<file path="src/sv/thb_pkg.sv">
// ----------------------------------------------------------------------------
// thb_pkg
// Types and constants shared by the TDC hit event builder: item layouts,
// stage records, item kind codes and the fixed field constants.
// ----------------------------------------------------------------------------
package thb_pkg;

  // Item kind codes on the input channel.
  typedef enum logic [1:0] {
    KIND_HIT      = 2'd0,
    KIND_TABLE_WR = 2'd1,
    KIND_FLUSH    = 2'd2
  } kind_t;

  // Configuration register indexes.
  localparam int CFG_IDX_W = 1;
  localparam logic [CFG_IDX_W-1:0] CFG_WINDOW_LOW  = 1'b0;
  localparam logic [CFG_IDX_W-1:0] CFG_WINDOW_HIGH = 1'b1;

  // Field codes and channel geometry.
  localparam logic [1:0] EDGE_LEADING   = 2'd1;
  localparam logic [7:0] HIT_FIRST      = 8'd1;
  localparam logic [6:0] MASK_CHANNELS  = 7'd64;
  localparam logic [6:0] MIRROR_BASE    = 7'd64;
  localparam int         SIDE_CHANNELS  = 32;

  // Signed 32-bit limits.
  localparam logic signed [31:0] S32_MAX_C = 32'sh7FFF_FFFF;
  localparam logic signed [31:0] S32_MIN_C = 32'sh8000_0000;

  // Input item.
  typedef struct packed {
    logic [1:0]         kind;
    logic [31:0]        event_number;
    logic [6:0]         channel;
    logic [23:0]        raw_time;
    logic [1:0]         edge_code;
    logic [7:0]         hit_number;
    logic signed [31:0] offset_value;
  } in_item_t;

  // Result item.
  typedef struct packed {
    logic [31:0]        done_event_number;
    logic [1:0]         trigger_category;
    logic               coincidence;
    logic               has_fastest;
    logic [6:0]         fastest_channel;
    logic signed [31:0] fastest_time;
    logic [9:0]         fastest_raw_index;
    logic               fastest_paired;
    logic [10:0]        multi_hit_count;
    logic [10:0]        clean_count;
    logic [10:0]        raw_count;
  } out_item_t;

  // Item in the table read stage.
  typedef struct packed {
    logic        valid;
    logic [1:0]  kind;
    logic [31:0] event_number;
    logic [6:0]  channel;
    logic [23:0] raw_time;
    logic [1:0]  edge_code;
    logic [7:0]  hit_number;
    logic        use_offset;
  } calib_req_t;

  // Item in the event update stage, carrying its calibrated time.
  typedef struct packed {
    logic               valid;
    logic [1:0]         kind;
    logic [31:0]        event_number;
    logic [6:0]         channel;
    logic               clean;
    logic               multi;
    logic signed [31:0] cal_time;
  } calib_res_t;

endpackage

</file>
<file path="src/sv/thb_if.sv">
// ----------------------------------------------------------------------------
// thb_if
// Valid/ready channels of the TDC hit event builder: one for input items and
// one for event summaries.
// ----------------------------------------------------------------------------
interface thb_in_if;
  import thb_pkg::*;

  logic     valid;
  logic     ready;
  in_item_t data;

  modport source (output valid, output data, input ready);
  modport sink   (input valid, input data, output ready);
endinterface

interface thb_out_if;
  import thb_pkg::*;

  logic      valid;
  logic      ready;
  out_item_t data;

  modport source (output valid, output data, input ready);
  modport sink   (input valid, input data, output ready);
endinterface

</file>
<file path="src/sv/tdc_hit_event_builder_core.sv">
// ----------------------------------------------------------------------------
// tdc_hit_event_builder_core
// Builds per-event summaries from a stream of TDC hits, offset table writes
// and flushes.
// ----------------------------------------------------------------------------
// Throughput: one item per cycle unless stalled; the offset table is read in
// the accept cycle and the event state is updated from the calibration
// register in one pass. A summary enters the output register when the item
// closing its event (a hit of a new event number, or a flush) is processed.
// The input stalls only while a new summary waits on a full output register.
// Reset clears all offset entries at once through per-entry flags; no sweep.
// ----------------------------------------------------------------------------
module tdc_hit_event_builder_core #(
  parameter int NUM_CHANNELS       = 64,
  parameter int MAX_HITS_PER_EVENT = 1024
) (
  input  logic                          clk,
  input  logic                          rst_n,
  thb_in_if.sink                        in_ch,
  thb_out_if.source                     out_ch,
  input  logic                          cfg_wr_en,
  input  logic [thb_pkg::CFG_IDX_W-1:0] cfg_index,
  input  logic [31:0]                   cfg_wr_data
);
  import thb_pkg::*;

  localparam int AW = $clog2(NUM_CHANNELS);

  in_item_t           item;
  logic               stall, accept, in_table, ram_wr, ram_rd;
  logic [6:0]         ch_m1;
  logic signed [31:0] offset_data;
  logic               offset_written;
  calib_req_t         s1_r, s1_nxt;
  calib_res_t         s2;
  logic               acc_out_valid;
  out_item_t          acc_out_data;

  assign item         = in_ch.data;
  assign in_ch.ready  = !stall;
  assign accept       = in_ch.valid && !stall;
  assign ch_m1        = item.channel - 7'd1;
  assign in_table     = (item.channel >= 7'd1) && (item.channel <= 7'(NUM_CHANNELS));
  assign ram_wr       = accept && (item.kind == KIND_TABLE_WR) && in_table;
  assign ram_rd       = accept && (item.kind == KIND_HIT) && in_table;

  // Offset table.
  thb_offset_ram #(
    .NUM_CHANNELS (NUM_CHANNELS),
    .AW           (AW)
  ) u_ram (
    .clk        (clk),
    .rst_n      (rst_n),
    .wr_en      (ram_wr),
    .rd_en      (ram_rd),
    .addr       (ch_m1[AW-1:0]),
    .wr_data    (item.offset_value),
    .rd_data    (offset_data),
    .rd_written (offset_written)
  );

  // Table read stage: holds the item while its offset is read.
  always_comb begin
    s1_nxt.valid        = accept;
    s1_nxt.kind         = item.kind;
    s1_nxt.event_number = item.event_number;
    s1_nxt.channel      = item.channel;
    s1_nxt.raw_time     = item.raw_time;
    s1_nxt.edge_code    = item.edge_code;
    s1_nxt.hit_number   = item.hit_number;
    s1_nxt.use_offset   = in_table;
  end

  always_ff @(posedge clk) begin
    if (!rst_n) begin
      s1_r.valid <= 1'b0;
    end else if (!stall) begin
      s1_r <= s1_nxt;
    end
  end

  // Calibration stage.
  thb_calib u_calib (
    .clk            (clk),
    .rst_n          (rst_n),
    .advance        (!stall),
    .s1             (s1_r),
    .offset_data    (offset_data),
    .offset_written (offset_written),
    .s2             (s2)
  );

  // Event accumulation and summary output.
  thb_event_acc #(
    .MAX_HITS_PER_EVENT (MAX_HITS_PER_EVENT)
  ) u_acc (
    .clk         (clk),
    .rst_n       (rst_n),
    .cfg_wr_en   (cfg_wr_en),
    .cfg_index   (cfg_index),
    .cfg_wr_data (cfg_wr_data),
    .s2          (s2),
    .out_ready   (out_ch.ready),
    .stall       (stall),
    .out_valid   (acc_out_valid),
    .out_data    (acc_out_data)
  );

  assign out_ch.valid = acc_out_valid;
  assign out_ch.data  = acc_out_data;

  // A stall freezes both pipeline stages.
  a_stall_holds: assert property (@(posedge clk) disable iff (!rst_n)
    stall |=> ($stable(s1_r) && $stable(s2)))
    else $error("pipeline stage changed during a stall");

  // A channel side can only be seen when a fastest hit exists.
  a_side_needs_fastest: assert property (@(posedge clk) disable iff (!rst_n)
    (out_ch.valid && out_ch.data.trigger_category != 2'b00) |-> out_ch.data.has_fastest)
    else $error("side bit set without a fastest hit");

  // A coincidence needs a channel on each side.
  a_coin_both_sides: assert property (@(posedge clk) disable iff (!rst_n)
    (out_ch.valid && out_ch.data.coincidence) |-> (out_ch.data.trigger_category == 2'b11))
    else $error("coincidence without both sides");

  // Without a clean hit the fastest fields are zero.
  a_no_fastest_zero: assert property (@(posedge clk) disable iff (!rst_n)
    (out_ch.valid && !out_ch.data.has_fastest) |->
      (out_ch.data.fastest_channel == 7'd0 && out_ch.data.fastest_time == 32'sd0 &&
       !out_ch.data.fastest_paired))
    else $error("fastest fields set without a fastest hit");
endmodule

</file>
<file path="src/sv/thb_offset_ram.sv">
// ----------------------------------------------------------------------------
// thb_offset_ram
// Per-channel offset table: a single-port synchronous memory with registered
// read data and one written flag per entry, so users can zero unwritten ones.
// ----------------------------------------------------------------------------
module thb_offset_ram #(
  parameter int NUM_CHANNELS = 64,
  parameter int AW           = 6
) (
  input  logic                    clk,
  input  logic                    rst_n,
  input  logic                    wr_en,
  input  logic                    rd_en,
  input  logic [AW-1:0]           addr,
  input  logic signed [31:0]      wr_data,
  output logic signed [31:0]      rd_data,
  output logic                    rd_written
);
  logic signed [31:0]      mem [NUM_CHANNELS];
  logic [NUM_CHANNELS-1:0] written_r;
  logic signed [31:0]      rd_data_r;
  logic                    rd_written_r;

  // Memory array: one access per cycle, read data registered.
  always_ff @(posedge clk) begin
    if (wr_en) begin
      mem[addr] <= wr_data;
    end
    if (rd_en) begin
      rd_data_r <= mem[addr];
    end
  end

  // Written flags, cleared together at reset.
  always_ff @(posedge clk) begin
    if (!rst_n) begin
      written_r    <= '0;
      rd_written_r <= 1'b0;
    end else begin
      if (wr_en) begin
        written_r[addr] <= 1'b1;
      end
      if (rd_en) begin
        rd_written_r <= written_r[addr];
      end
    end
  end

  assign rd_data    = rd_data_r;
  assign rd_written = rd_written_r;
endmodule

</file>
<file path="src/sv/thb_calib.sv">
// ----------------------------------------------------------------------------
// thb_calib
// Calibration stage: subtracts the channel offset from the raw time in Q4,
// saturates to signed 32 bits and classifies the hit.
// ----------------------------------------------------------------------------
module thb_calib (
  input  logic                clk,
  input  logic                rst_n,
  input  logic                advance,
  input  thb_pkg::calib_req_t s1,
  input  logic signed [31:0]  offset_data,
  input  logic                offset_written,
  output thb_pkg::calib_res_t s2
);
  import thb_pkg::*;

  logic signed [31:0] offset;
  logic signed [33:0] scaled;
  logic signed [33:0] offset_ext;
  logic signed [33:0] diff;
  logic signed [31:0] cal_time;
  calib_res_t         s2_r;
  calib_res_t         s2_nxt;

  // Offset of channels outside the table, or never written, is zero.
  assign offset     = (s1.use_offset && offset_written) ? offset_data : '0;
  assign scaled     = $signed({6'd0, s1.raw_time, 4'd0});
  assign offset_ext = {{2{offset[31]}}, offset};
  assign diff       = scaled - offset_ext;

  // Saturate to the signed 32-bit range when the top bits disagree.
  always_comb begin
    if (diff[33:31] == 3'b000 || diff[33:31] == 3'b111) begin
      cal_time = diff[31:0];
    end else if (diff[33]) begin
      cal_time = S32_MIN_C;
    end else begin
      cal_time = S32_MAX_C;
    end
  end

  always_comb begin
    s2_nxt.valid        = s1.valid;
    s2_nxt.kind         = s1.kind;
    s2_nxt.event_number = s1.event_number;
    s2_nxt.channel      = s1.channel;
    s2_nxt.clean        = (s1.hit_number == HIT_FIRST) && (s1.edge_code == EDGE_LEADING);
    s2_nxt.multi        = (s1.hit_number > HIT_FIRST);
    s2_nxt.cal_time     = cal_time;
  end

  // Stage register; only the valid flag is reset.
  always_ff @(posedge clk) begin
    if (!rst_n) begin
      s2_r.valid <= 1'b0;
    end else if (advance) begin
      s2_r <= s2_nxt;
    end
  end

  assign s2 = s2_r;
endmodule

</file>
<file path="src/sv/thb_event_acc.sv">
// ----------------------------------------------------------------------------
// thb_event_acc
// Event accumulator: window test, channel mask, earliest hit and saturating
// counters of the open event, plus the summary output register.
// ----------------------------------------------------------------------------
module thb_event_acc #(
  parameter int MAX_HITS_PER_EVENT = 1024
) (
  input  logic                          clk,
  input  logic                          rst_n,
  input  logic                          cfg_wr_en,
  input  logic [thb_pkg::CFG_IDX_W-1:0] cfg_index,
  input  logic [31:0]                   cfg_wr_data,
  input  thb_pkg::calib_res_t           s2,
  input  logic                          out_ready,
  output logic                          stall,
  output logic                          out_valid,
  output thb_pkg::out_item_t            out_data
);
  import thb_pkg::*;

  localparam int CW = $clog2(MAX_HITS_PER_EVENT + 1);
  localparam int IW = $clog2(MAX_HITS_PER_EVENT);
  localparam logic [CW-1:0] CNT_MAX = CW'(MAX_HITS_PER_EVENT);
  localparam logic [IW-1:0] IDX_MAX = IW'(MAX_HITS_PER_EVENT - 1);

  // Configuration and event state.
  logic signed [31:0] win_low_r, win_high_r;
  logic [31:0]        cur_event_r, cur_event_nxt;
  logic               open_r, open_nxt;
  logic [63:0]        mask_r, mask_nxt;
  logic signed [31:0] best_time_r, best_time_nxt;
  logic [6:0]         best_ch_r, best_ch_nxt;
  logic [IW-1:0]      best_idx_r, best_idx_nxt;
  logic               best_valid_r, best_valid_nxt;
  logic [CW-1:0]      cnt_multi_r, cnt_multi_nxt;
  logic [CW-1:0]      cnt_clean_r, cnt_clean_nxt;
  logic [CW-1:0]      cnt_raw_r, cnt_raw_nxt;
  logic               out_valid_r;
  out_item_t          out_data_r;

  logic               is_hit, is_flush, boundary, emit, proc, in_window, in_mask;
  logic [6:0]         ch_m1, mirror_idx;
  logic signed [31:0] t;
  logic [63:0]        base_mask;
  logic signed [31:0] base_time;
  logic [6:0]         base_ch;
  logic [IW-1:0]      base_idx;
  logic               base_valid;
  logic [CW-1:0]      base_multi, base_clean, base_raw;
  logic [IW-1:0]      raw_index;
  logic [SIDE_CHANNELS-1:0] mirror_bits;
  out_item_t          summary;

  assign is_hit   = s2.valid && (s2.kind == KIND_HIT);
  assign is_flush = s2.valid && (s2.kind == KIND_FLUSH);
  assign boundary = open_r && (s2.event_number != cur_event_r);
  assign emit     = (is_flush && open_r) || (is_hit && boundary);

  // Hold the pipeline only when a summary meets a full output register.
  assign stall = out_valid_r && !out_ready && emit;
  assign proc  = s2.valid && !stall;

  assign t          = s2.cal_time;
  assign in_window  = (t >= win_low_r) && (t <= win_high_r);
  assign ch_m1      = s2.channel - 7'd1;
  assign in_mask    = (s2.channel >= 7'd1) && (s2.channel <= MASK_CHANNELS);

  // A hit of a new event starts from the cleared state.
  always_comb begin
    if (boundary) begin
      base_mask  = '0;
      base_time  = S32_MAX_C;
      base_ch    = '0;
      base_idx   = '0;
      base_valid = 1'b0;
      base_multi = '0;
      base_clean = '0;
      base_raw   = '0;
    end else begin
      base_mask  = mask_r;
      base_time  = best_time_r;
      base_ch    = best_ch_r;
      base_idx   = best_idx_r;
      base_valid = best_valid_r;
      base_multi = cnt_multi_r;
      base_clean = cnt_clean_r;
      base_raw   = cnt_raw_r;
    end
  end

  assign raw_index = (base_raw >= CNT_MAX) ? IDX_MAX : base_raw[IW-1:0];

  // Next event state.
  always_comb begin
    cur_event_nxt  = cur_event_r;
    open_nxt       = open_r;
    mask_nxt       = mask_r;
    best_time_nxt  = best_time_r;
    best_ch_nxt    = best_ch_r;
    best_idx_nxt   = best_idx_r;
    best_valid_nxt = best_valid_r;
    cnt_multi_nxt  = cnt_multi_r;
    cnt_clean_nxt  = cnt_clean_r;
    cnt_raw_nxt    = cnt_raw_r;
    if (proc && is_flush) begin
      open_nxt       = 1'b0;
      mask_nxt       = '0;
      best_time_nxt  = S32_MAX_C;
      best_ch_nxt    = '0;
      best_idx_nxt   = '0;
      best_valid_nxt = 1'b0;
      cnt_multi_nxt  = '0;
      cnt_clean_nxt  = '0;
      cnt_raw_nxt    = '0;
    end else if (proc && is_hit) begin
      cur_event_nxt  = s2.event_number;
      open_nxt       = 1'b1;
      mask_nxt       = base_mask;
      best_time_nxt  = base_time;
      best_ch_nxt    = base_ch;
      best_idx_nxt   = base_idx;
      best_valid_nxt = base_valid;
      cnt_multi_nxt  = base_multi;
      cnt_clean_nxt  = base_clean;
      cnt_raw_nxt    = (base_raw < CNT_MAX) ? base_raw + 1'b1 : base_raw;
      if (s2.multi && base_multi < CNT_MAX) begin
        cnt_multi_nxt = base_multi + 1'b1;
      end
      if (s2.clean && in_window) begin
        if (base_clean < CNT_MAX) begin
          cnt_clean_nxt = base_clean + 1'b1;
        end
        if (in_mask) begin
          mask_nxt[ch_m1[5:0]] = 1'b1;
        end
        // Strictly earlier wins, so the first hit keeps a tie.
        if (!base_valid || t < base_time) begin
          best_valid_nxt = 1'b1;
          best_time_nxt  = t;
          best_ch_nxt    = s2.channel;
          best_idx_nxt   = raw_index;
        end
      end
    end
  end

  // Summary of the open event, taken from the current state.
  always_comb begin
    for (int i = 0; i < SIDE_CHANNELS; i++) begin
      mirror_bits[i] = mask_r[63 - i];
    end
  end

  assign mirror_idx = MIRROR_BASE - best_ch_r;

  always_comb begin
    summary.done_event_number = cur_event_r;
    summary.trigger_category  = {|mask_r[63:32], |mask_r[31:0]};
    summary.coincidence       = |(mask_r[31:0] & mirror_bits);
    summary.has_fastest       = best_valid_r;
    summary.fastest_channel   = best_valid_r ? best_ch_r : '0;
    summary.fastest_time      = best_valid_r ? best_time_r : '0;
    summary.fastest_raw_index = best_valid_r ? 10'(best_idx_r) : '0;
    summary.fastest_paired    = best_valid_r && (best_ch_r >= 7'd1) &&
                                (best_ch_r <= MASK_CHANNELS) && mask_r[mirror_idx[5:0]];
    summary.multi_hit_count   = 11'(cnt_multi_r);
    summary.clean_count       = 11'(cnt_clean_r);
    summary.raw_count         = 11'(cnt_raw_r);
  end

  // Configuration registers.
  always_ff @(posedge clk) begin
    if (!rst_n) begin
      win_low_r  <= S32_MIN_C;
      win_high_r <= S32_MAX_C;
    end else if (cfg_wr_en) begin
      if (cfg_index == CFG_WINDOW_LOW) begin
        win_low_r <= cfg_wr_data;
      end
      if (cfg_index == CFG_WINDOW_HIGH) begin
        win_high_r <= cfg_wr_data;
      end
    end
  end

  // Event state registers.
  always_ff @(posedge clk) begin
    if (!rst_n) begin
      cur_event_r  <= '0;
      open_r       <= 1'b0;
      mask_r       <= '0;
      best_time_r  <= S32_MAX_C;
      best_ch_r    <= '0;
      best_idx_r   <= '0;
      best_valid_r <= 1'b0;
      cnt_multi_r  <= '0;
      cnt_clean_r  <= '0;
      cnt_raw_r    <= '0;
    end else begin
      cur_event_r  <= cur_event_nxt;
      open_r       <= open_nxt;
      mask_r       <= mask_nxt;
      best_time_r  <= best_time_nxt;
      best_ch_r    <= best_ch_nxt;
      best_idx_r   <= best_idx_nxt;
      best_valid_r <= best_valid_nxt;
      cnt_multi_r  <= cnt_multi_nxt;
      cnt_clean_r  <= cnt_clean_nxt;
      cnt_raw_r    <= cnt_raw_nxt;
    end
  end

  // Output register for finished summaries.
  always_ff @(posedge clk) begin
    if (!rst_n) begin
      out_valid_r <= 1'b0;
    end else if (proc && emit) begin
      out_valid_r <= 1'b1;
      out_data_r  <= summary;
    end else if (out_ready) begin
      out_valid_r <= 1'b0;
    end
  end

  assign out_valid = out_valid_r;
  assign out_data  = out_data_r;
endmodule

</file>
<file path="src/flat_wrapper.sv">
// flat-port wrapper written by rule: the top's interface ports become plain ports
module tdc_hit_event_builder_core_flat import thb_pkg::*;
#(
  parameter int NUM_CHANNELS       = 64,
  parameter int MAX_HITS_PER_EVENT = 1024
)
  (clk, rst_n, cfg_wr_en, cfg_index, cfg_wr_data, in_ch_valid, in_ch_data, in_ch_ready, out_ch_valid, out_ch_data, out_ch_ready);
  thb_in_if in_ch_i ();
  thb_out_if out_ch_i ();
  input  logic clk;
  input  logic rst_n;
  input  logic cfg_wr_en;
  input  logic [thb_pkg::CFG_IDX_W-1:0] cfg_index;
  input  logic [31:0] cfg_wr_data;
  input wire logic [$bits(in_ch_i.valid)-1:0] in_ch_valid;
  input wire logic [$bits(in_ch_i.data)-1:0] in_ch_data;
  output wire logic [$bits(in_ch_i.ready)-1:0] in_ch_ready;
  output wire logic [$bits(out_ch_i.valid)-1:0] out_ch_valid;
  output wire logic [$bits(out_ch_i.data)-1:0] out_ch_data;
  input wire logic [$bits(out_ch_i.ready)-1:0] out_ch_ready;
  assign in_ch_i.valid = in_ch_valid;
  assign in_ch_i.data = in_ch_data;
  assign in_ch_ready = in_ch_i.ready;
  assign out_ch_valid = out_ch_i.valid;
  assign out_ch_data = out_ch_i.data;
  assign out_ch_i.ready = out_ch_ready;
  tdc_hit_event_builder_core #(.NUM_CHANNELS(NUM_CHANNELS), .MAX_HITS_PER_EVENT(MAX_HITS_PER_EVENT)) u_core (.clk(clk), .rst_n(rst_n), .in_ch(in_ch_i), .out_ch(out_ch_i), .cfg_wr_en(cfg_wr_en), .cfg_index(cfg_index), .cfg_wr_data(cfg_wr_data));
endmodule
</file>
<file path="config.mk">
export PLATFORM = sky130hd
export DESIGN_NAME = tdc_hit_event_builder_core_flat
export DESIGN_NICKNAME = d
export VERILOG_FILES = /design/src/sv/thb_pkg.sv /design/src/sv/thb_if.sv /design/src/sv/tdc_hit_event_builder_core.sv /design/src/sv/thb_offset_ram.sv /design/src/sv/thb_calib.sv /design/src/sv/thb_event_acc.sv /design/src/flat_wrapper.sv
export SDC_FILE = /design/constraint.sdc
export NUM_CORES = 2
export LEC_CHECK = 0
export ABC_AREA = 1
export BUFFER_PORTS_ARGS = -buffer_cell sky130_fd_sc_hd__buf_2
export CORE_UTILIZATION = 59
export CTS_BUF_LIST = sky130_fd_sc_hd__clkbuf_4 sky130_fd_sc_hd__clkbuf_8
export DETAILED_ROUTE_END_ITERATION = 6
export PLACE_DENSITY = 0.78
export SLEW_MARGIN = 0
export SYNTH_ARGS = -nofsm -noshare
export SYNTH_HDL_FRONTEND = slang
export SYNTH_HIERARCHICAL = 1
export SYNTH_SLANG_ARGS = --single-unit
</file>
<file path="constraint.sdc">
create_clock -name clk -period 11.8 [get_ports clk]
set_input_delay 2.36 -clock clk [delete_from_list [all_inputs] [get_ports clk]]
set_output_delay 2.36 -clock clk [all_outputs]
set_load 0.03 [all_outputs]
</file>
==> flow_summary.yaml <==
run_status:
  status: "finished with violations"
  violations: "design-rule violations"
setup_path:
  crit_type: "input port to flip-flop"
  rr_startpoint: "u_core/u_calib/s2[53]$_DFFE_PP_"
  crit_slowest_cell: "buf_4"
  start_kind: "input port"
  crit_chain: "buf_2, inv_8, ha_1, inv_8, buf_4, nand2_2, nor2_4, buf_4, buf_4, nand2_1, nand2_1, nor2_1, nand2_1, nand2_1, nand2_1, nor2_1, nand2_1"
  crit_buf_inv: 6
  crit_top_cell: "nand2_1"
  critical_path.max_fanout: 127
  cp.arrival_ps: 7820
  ff2ff_setup_slack_ps: 6200
  max_stage_delay_ps: 920
  required_ps: 12750
  ff2ff_path_depth: 25
  cp.depth: 17
  end_kind: "flip-flop"
  critPathTopFamily: "buffers and inverters"
  r2r-end: "u_core/u_acc/best_time_r[21]$_SDFFE_PP1P_"
synth:
  yosys.area.top_type: "edfxtp_1"
  ys_seq_area_frac: 0.701
  synth_seq_cells: 2662
  yosys_warnings: 6
  post_synth.cell_area_avg_um2: 11.0
  yosysTopAreaCellShare: 0.644
  synthArstFlopShare: 0
  syn_area_um2: 110000
  ys.flop_type: "edfxtp_1"
  synth_cell_types: 63
  synth_enable_flop_cells: 2350
  synth_cells: 9929
  ys_top_cells_by_area: "edfxtp_1 64%, nand2_1 12%, dfxtp_1 5.7%, a21oi_1 4.1%, nor2_1 2.0%"
  syn_nets: 10200
clock_network:
  cts_hold_buf: 0
  clk_latency_ps: 1110
  cts_tree: "done"
  cts_buffers: 425
  root_buffer: "clkbuf_8"
  h-tree-depth: 5
  cts_resized: 0
  cts_max_path_buffers: 4
  clkTransAtPathRegs_ps: 70
  postCtsSetupRepairBufs: 0
  clock-sinks: 2662
place:
  dp.final_hpwl_mm: 187
  gp_congestion: 0.951
  post_dp_cell_area_um2: 114000
  io_buffers: 265
final_layout:
  final_cell_mix: "3,515 x nand2_1, 2,350 x edfxtp_1, 888 x a21oi_1"
  layout.nets: 10600
  layout_commonest_cell: "nand2_1"
  area_growth_pct: 11.5
  layout-drive-gt1-share: 0.127
  final_core_util: 0.665
  design_area_um2: 122000
sta:
  fin_crit_sh: 0.583
  relSlewSlack: 0.105
  final-max-slew-violation-count: 0
  fmax_mhz: 145
  tns_ps: 0
  rsz0062_at_grt: "false"
  clock_skew_ps: 104
  finalCriticalPeriod_ps: 6880
  hold_violations: 0
  worstMarginPinSlew_ps: 1340
  finalSetupViolCount: 0
floorplan:
  core-area_um2: 184000
  die_height_um: 433
  die_w_um: 433
  rows: 157
  start_util: 0.596
  die_area_um2: 188000
  num_io_pins: 266
hold_path:
  min_to: "u_core/u_calib/s2[44]$_DFFE_PP_"
  worst_hold_path_type: "flip-flop to flip-flop"
  holdPathStages: 0
  hold_path_startpoint: "u_core/s1_r[45]$_DFFE_PP_"
routing:
  routedWlPerCell_um: 24.6
  avgViaCountPerCell: 6.04
  drt-pass1-iter-count: 7
  vias: 79200
  antenna_left: 0
  drc: 3
  drt_iter0_markers: 12200
  finalWirelength_mm: 322
power:
  p_leak_nw: 46.0
  power_w: 0.0196
  powerDensity_nw_per_um2: 161
  ir_worst_vdd_mv: 0.154
global_routing:
  grt_first_pass_wirelength_mm: 469
  grt_start_max_net_pins: 154
  grt_pass1_vias: 74800
  grt-ovfl-total: 0
  antenna_found_initial: 19
  track_usage: 0.338
flow_run:
  maxCapViolCount: 0
where the power goes:
part | switching (W) | internal, W | total, W | leakage [nW]
combinational | 0.00109 | 0.000363 | 0.00145 | 17.7
sequential | 0.0000495 | 0.0103 | 0.0104 | 23.9
clock | 0.00352 | 0.00429 | 0.00781 | 4.41
cells in the mapped netlist, drive strengths merged, types with 10 or more instances:
| master | instances |
|---|---|
| nand2 | 3529 |
| edfxtp | 2350 |
| a21oi | 890 |
| nor2 | 593 |
| inv | 429 |
| o21ai | 384 |
| dfxtp | 312 |
| buf | 261 |
| nand3 | 216 |
| clkbuf | 215 |
| ha | 133 |
| or2 | 112 |
| a22oi | 101 |
| nand4 | 82 |
| nand3b | 70 |
| nor3 | 56 |
| o211ai | 40 |
| xnor2 | 31 |
| nor4 | 22 |
| o21a | 21 |
| xor2 | 20 |
| a211oi | 10 |
| o21bai | 10 |
logic make-up (layout without fill, tap and decap cells):
logic type / after synthesis / in the layout / synth area share
simple gates: 4687 / 4687 / 0.173
flops: 2662 / 2662 / 0.701
compound gates: 1486 / 1486 / 0.0730
buf+inv: 910 / 1613 / 0.0344
fa+ha+maj: 133 / 133 / 0.0152
xor+xnor: 51 / 51 / 0.00407
other cells: 0 / 12 / 0
cell type report:
| class | instances | area, um^2 |
|---|---|---|
| clock inverter | 142 | 1020 |
| inverter | 434 | 1660 |
| antenna | 12 | 30.0 |
| multi-input combinational | 6357 | 29700 |
| clock buffer | 600 | 7310 |
| timing repair buffer | 437 | 2660 |
| tap | 2464 | 3080 |
| sequential | 2662 | 76800 |
| fill | 13100 | 61600 |
flip-flops by register name (all words and copies together), names as in the netlist, 10 cells and up:
| register | flops |
|---|---|
| u_core/u_calib/s2 | 76 |
| u_core/u_acc/cnt_clean_r | 11 |
| u_core/u_ram/mem | 2048 |
| u_core/u_acc/win_low_r | 32 |
| u_core/u_acc/out_data | 119 |
| u_core/s1_r | 77 |
| u_core/u_acc/best_time_r | 32 |
| u_core/u_ram/written_r | 64 |
| u_core/u_acc/win_high_r | 32 |
| u_core/u_acc/mask_r | 64 |
| u_core/u_acc/cur_event_r | 32 |
| u_core/u_acc/cnt_raw_r | 11 |
| u_core/u_acc/best_idx_r | 10 |
| u_core/u_acc/cnt_multi_r | 11 |
| u_core/u_ram/rd_data | 32 |
stage by stage:
stage	hold slack, ps	worst slack, ps	instances
6_report	411	4920	13100
5_1_grt	424	4900	13100
4_1_cts	414	5200	13100
3_5_place_dp	405	4100	12400
3_3_place_gp	402	4170	12400
2_1_floorplan	400	116	9929
worst max-delay path by stage:
stage                        start                                 end  slack, ps
floorplan                    rst_n  u_core/u_acc/out_data[0]$_DFFE_PP_        120
global placement    in_ch_data[66]  u_core/u_ram/rd_data[10]$_DFFE_PP_       4170
CTS                 in_ch_data[66]  u_core/u_ram/mem[23][12]$_DFFE_PP_       5200
global route        in_ch_data[66]  u_core/u_ram/rd_data[10]$_DFFE_PP_       4900
finish              in_ch_data[66]  u_core/u_ram/rd_data[10]$_DFFE_PP_       4920
detailed placement  in_ch_data[66]  u_core/u_ram/mem[23][11]$_DFFE_PP_       4100
layer usage:
layer  vias up  wire length, um  GRT usage
li1      34900                -          -
met1     37400           114000      0.451
met2      5929           146000      0.522
met5         -               78          0
met3       989            44400     0.0781
met4        10            17600      0.173
Note: power is estimated with default switching activity, not from simulation.
